File: config.mk
export PLATFORM = sky130hd
export DESIGN_NAME = drrip_front
export DESIGN_NICKNAME = d
export VERILOG_FILES = /design/src/rtl/drrip_front.sv
export SDC_FILE = /design/constraint.sdc
export NUM_CORES = 1
export LEC_CHECK = 0
export ABC_CLOCK_PERIOD_IN_PS = 4900
export BUFFER_PORTS_ARGS = -buffer_cell sky130_fd_sc_hd__buf_2
export CAP_MARGIN = 15
export CELL_PAD_IN_SITES_DETAIL_PLACEMENT = 0
export CELL_PAD_IN_SITES_GLOBAL_PLACEMENT = 1
export CORE_ASPECT_RATIO = 1.1
export CORE_MARGIN = 1.5
export CORE_UTILIZATION = 47
export CTS_CLUSTER_DIAMETER = 80
export DETAILED_ROUTE_END_ITERATION = 6
export PLACE_DENSITY = 0.81
export SYNTH_ARGS = -nofsm -noshare
export SYNTH_HDL_FRONTEND = slang
export SYNTH_SLANG_ARGS = --single-unit
File: constraint.sdc
create_clock -name clk -period 4.9 [get_ports clk]
set_clock_uncertainty 0.2 [all_clocks]
set_input_delay 0.245 -clock clk [delete_from_list [all_inputs] [get_ports clk]]
set_output_delay 0.245 -clock clk [all_outputs]
set_load 0.05 [all_outputs]
File: src/rtl/drrip_front.sv
// Front end: a two-entry queue of accepted transactions.
`timescale 1ns / 1ps
module drrip_front #(
	parameter int W = 38
) (
	input  logic         clk,
	input  logic         arst_n,
	input  logic         in_valid,
	output logic         in_ready,
	input  logic [W-1:0] in_data,
	output logic         q_valid,
	input  logic         q_pop,
	output logic [W-1:0] q_data
);
	logic [W-1:0] mem_q [2];
	logic         wp_q, rp_q;
	logic [1:0]   cnt_q;
	logic         push;

	assign in_ready = (cnt_q != 2'd2);
	assign push     = in_valid && in_ready;
	assign q_valid  = (cnt_q != 2'd0);
	assign q_data   = mem_q[rp_q];

	always_ff @(posedge clk) begin
		if (push) mem_q[wp_q] <= in_data;
	end

	always_ff @(posedge clk or negedge arst_n) begin
		if (!arst_n) begin
			wp_q  <= 1'b0;
			rp_q  <= 1'b0;
			cnt_q <= 2'd0;
		end else begin
			if (push) wp_q <= ~wp_q;
			if (q_pop) rp_q <= ~rp_q;
			cnt_q <= cnt_q + {1'b0, push} - {1'b0, q_pop};
		end
	end
endmodule

# == Word-level counts from Yosys, hierarchy flattened ==
# Memory sizes are Yosys's and may differ from the RTL's.
# Cells that the tools add are included.
# op_classes
n_addsub,2
eq_ne,1
muxes,2
bitwise,2
n_reduce_logical,2
# op_table
operator,count
adder 2 x 1 -> 2 bit,1
two-way mux 1 bit,2
"!= test 2 bit, second input constant",1
NOT 1 bit,2
nonzero test 2 bit,1
subtractor 2 x 1 -> 2 bit,1
logical AND 1 bit,1
# totals
regBits,4
ram_bits,76
in_bits,42
output_inout_bits,40
wordCells,13
memories,1
# mem_list
name,words,width,read_ports,rd_clocked_by_memory_dff,write_ports,line_no,text
mem_q,2,38,1,0,1,15,logic [W-1:0] mem_q [2];

# == Logic depth before layout (Yosys ltp) ==
# depth
depth_word,4
mapped_depth,5
mapped_depth_nobuf,5

# == Worst setup path after synthesis ==
# No wires, ideal clock.
# synth_path
path_type,register -> register
from,register cnt_q[0]
to,"memory mem_q[0][0], enable pin"
setup_time_ns,0.433
arrival_time_ns,2.666
t_required_ns,4.267
slack_ns,1.601
path_stages_with_launch,4
path_buffers,0
period_less_slack_ns,3.299
path_cell_list,dfrtp_1 -> nand2b_1 -> nand2_1 -> nor2_1
# synth_via
elab_chain_len,4
# synth_rtl
element,line_no,text
from (decl),17,logic [1:0] cnt_q;
from (signal assigned),37,"cnt_q <= cnt_q + {1'b0, push} - {1'b0, q_pop};"
!= test 2 bit,20,assign in_ready = (cnt_q != 2'd2);
net in_ready,9,"output logic in_ready,"
logical AND 1 bit,21,assign push = in_valid && in_ready;
two-way mux 1 bit,26,if (push) mem_q[wp_q] <= in_data;
two-way mux 1 bit (implied by the code),26,
to (decl),15,
# The timed path passes the listed nets, and every way through them passes these cells.

# == Worst setup path after layout ==
# layout_path
from,register rp_q
to,output port q_data[14]
# layout_via
elab_chain_len,1
# layout_rtl
element,line_no,text
from (decl),16,"logic wp_q, rp_q;"
from (signal assigned),36,if (q_pop) rp_q <= ~rp_q;
memory (2 x 38 bit),-,
to (decl),13,output logic [W-1:0] q_data
# Every way passes these cells.

==> impl_summary.log <==
[metrics] vias in the first global route: 1,753
[metrics] clock net sink count: 80
[metrics] Detailed Route WL: 5.15 mm
[metrics] met1 Resource Use GR: 0.187
[metrics] Chip Height: 86.6 um
[metrics] Hold/Removal Path Class: input pin to asynchronous set/reset pin
[metrics] R2R Path Start: cnt_q[0]$_DFF_PN0_
[metrics] WP data arrival: 2010 ps
[metrics] Yosys top cell by area: edfxtp_1
[metrics] post-synthesis share of cell area spent on xor and xnor gates: 0.0117
[metrics] dominant cells by area after synthesis: edfxtp_1 76%, mux2_2 11%, mux2_4 5.0%
[metrics] number of nets in the finished design: 307
[metrics] width of the die: 79.0 um
[metrics] most common library cell in the layout ignoring fill and taps: buf_2
[metrics] RSZ-0062 raised after global routing: no
[metrics] post-synth design cell area: 0.00299 mm2
[metrics] tightest hold margin: 63.6 ps
[metrics] Unique masters post-synth: 18
[metrics] Synthesis Warnings: 0
[metrics] post-synthesis sequential element count: 80
[metrics] kind of critical path: flop to primary output
[metrics] Final HPWL DP: 2.93 mm
[metrics] simple logic cell fraction of the synthesized area: 0.0113
[metrics] critical-path maximum fanout: 39
[metrics] Post-Place Worst Slack: 2720 ps
[metrics] initial standard-cell utilization of the core: 0.486
[metrics] routed length per placed instance: 14.7 um
[metrics] final hold violation count: 0
[metrics] startpoint types: flop
[metrics] reg2reg path depth: 2
[metrics] die area: 0.00685 mm2
[metrics] remaining routing DRC violations: 0
[metrics] placer congestion estimate: 0.633
[metrics] input/output buffers: 81
[metrics] FF-to-FF End: mem_q[1][22]$_DFFE_PP_
[metrics] deepest level of the CTS H-tree: 3
[metrics] 1st-iter DRT viols: 101
[metrics] routed via count divided by cell count: 4.71
[metrics] share of cells above drive strength 1: 0.520
[metrics] Max transition margin: 0.337
[metrics] maximum single-stage delay on the critical path: 1030 ps
[metrics] multiplexer share of the synthesized area: 0.156
[metrics] fraction of the cycle the final worst path needs: 0.502
[metrics] leakage component of the power: 1.60 nW
[metrics] Top Usage Layer GRT: met2
[metrics] first-pass GRT wire length: 8.05 mm
[metrics] number of antenna violations at the first check in global routing: 0
[metrics] CP Data Required Time: 4450 ps
[metrics] Peak supply drop: 0.000397 V
[metrics] endpoint kind of the worst setup timing path: primary output
[metrics] Core Box Area: 0.00616 mm2
[metrics] number of nets still failing antenna checks after routing: 0
[metrics] maximum number of pins on one net before global-route repair: 40
[metrics] worst path buffer plus inverter count: 1
[metrics] fraction of synthesized cell area taken by the top area cell type: 0.763
[metrics] Core Util, Final: 0.670
[metrics] sequential-to-total area share from yosys stat: 0.797
[metrics] syn_area_per_cell: 22.1 um2
[metrics] CTS root buffer: clkbuf_8
[metrics] number of buffers inserted during clock tree synthesis: 9
[metrics] via count: 1,645
[metrics] Antenna Cells: 0
[metrics] dominant combinational cell family by area after synthesis: multiplexers
[metrics] Fmax: 407 MHz
[metrics] number of nets produced by synthesis: 178
[metrics] cts repair resizes: 0
[metrics] Worst R2R Setup Slack: 2930 ps
[metrics] crit path setup slack, layout: 2440 ps
[metrics] met3 track demand over resource in global routing: 0.0411
[metrics] shortest period the worst path allows: 2460 ps
[metrics] remaining global-route overflow: 0
[metrics] total negative slack for setup checks: 0 ps
[metrics] Clock transition at path regs: 80 ps
[metrics] all-layer global routing usage: 0.159
[metrics] most frequent cells in the layout: 81 x buf_2, 76 x edfxtp_1, 40 x dlygate4sd3_1, 28 x mux2_2, 10 x mux2_4
[metrics] power density normalized to cell area: 653 mW/mm2
[metrics] number of top-level pins: 82
[metrics] post-synthesis to final-layout area growth: 38.0%
[metrics] number of max-cap violations: 0
[metrics] crit path cell chain: mux2_2 -> buf_2
[metrics] top cell family by delay on the critical path: flip-flops
[metrics] number of rows created at floorplan: 30
[metrics] latest clock arrival within the worst-skew pair: 330 ps
[metrics] Critical-path top delay cell: dfrtp_2
[metrics] max-slew violation total from the final report: 0
[metrics] number of detailed-route iterations in the first pass: 4
[metrics] result of the run: finished, final reports clean
[metrics] Synth Instances: 135
[metrics] GR Util met2: 0.277
[metrics] number of buffers on the longest clock path: 2
[metrics] actual transition at the worst max-transition pin: 995 ps
[metrics] area share of fa/ha/maj cells after synthesis: 0.00419
[metrics] TritonCTS clock tree: built
[metrics] final setup vio count: 0
[metrics] Synth Area in Compound Gates: 0.00628
## flip-flops by register name, indices dropped and copies added (netlist names)
signal  cells
wp_q        1
mem_q      76
rp_q        1
cnt_q       2
## routing by layer
| layer | vias to the layer above | part of all wire |
|---|---|---|
| met1 | 789 | 0.43 |
| met3 | 4 | 0.057 |
| met5 | - | 0 |
| met2 | 62 | 0.51 |
| li1 | 790 | - |
| met4 | 0 | 0.0060 |
## stage by stage
| step | total power [mW] | std cells | area [um2] |
|---|---|---|---|
| after global placement | 2.10 | 292 | 3460 |
| after CTS | 2.71 | 348 | 4110 |
| final | 2.69 | 349 | 4130 |
| after global routing | 2.81 | 349 | 4130 |
| after detailed placement | 2.12 | 292 | 3460 |
| after floorplan | 1.92 | 135 | 2990 |
## Yosys cell counts
| cell type | instances |
|---|---|
| a21bo_1 | 1 |
| a21oi_2 | 1 |
| and3_1 | 1 |
| buf_4 | 2 |
| buf_6 | 1 |
| buf_8 | 1 |
| dfrtp_1 | 4 |
| edfxtp_1 | 76 |
| ha_1 | 1 |
| mux2_2 | 28 |
| mux2_4 | 10 |
| nand2_1 | 1 |
| nand2b_1 | 1 |
| nor2_1 | 1 |
| nor3b_1 | 1 |
| or2_2 | 1 |
| xnor2_1 | 3 |
| xor2_1 | 1 |
## what timing repair did
| item | in CTS | in global routing |
|---|---|---|
| endpoints found under the hold margin | 81 | 0 |
| setup buffers | 0 | 0 |
| hold buffers | 40 | 0 |
| endpoints found under the setup margin | 0 | 0 |
## where the power goes
| part | internal [mW] | total [mW] | leakage (nW) | switching (mW) |
|---|---|---|---|---|
| clock | 0.339 | 0.566 | 0.117 | 0.227 |
| sequential | 0.936 | 1.05 | 0.753 | 0.112 |
| combinational | 0.343 | 1.08 | 0.729 | 0.737 |
| total | 1.62 | 2.69 | 1.60 | 1.08 |
## layout make-up
| cell class | instances | area, um2 |
|---|---|---|
| fill | 426 | 2030 |
| sequential | 80 | 2380 |
| clock buffer | 9 | 124 |
| timing repair buffer | 122 | 826 |
| clock inverter | 7 | 119 |
| tap | 80 | 100 |
| multi-input combinational | 51 | 574 |
## worst max-delay path by stage
stage	start	cells past startpoint	slack, ps	end
global placement	cnt_q[1]$_DFF_PN0_	3	2770	mem_q[0][23]$_DFFE_PP_
global route	rp_q$_DFFE_PN0P_	2	2340	q_data[0]
CTS	rp_q$_DFFE_PN0P_	2	2400	q_data[14]
floorplan	cnt_q[0]$_DFF_PN0_	3	1600	mem_q[0][0]$_DFFE_PP_
detailed placement	cnt_q[0]$_DFF_PN0_	3	2720	mem_q[0][23]$_DFFE_PP_
finish	rp_q$_DFFE_PN0P_	2	2440	q_data[14]
## cells by family after synthesis
| family | count (synthesis) |
|---|---|
| adders and majority gates | 1 |
| AOI/OAI and AO/OA | 2 |
| muxes | 38 |
| DFF | 80 |
| and+or+nand+nor | 6 |
| xor gates and xnor gates | 4 |
| buffers and inverters | 4 |
Power figures use the tool's default switching activity.
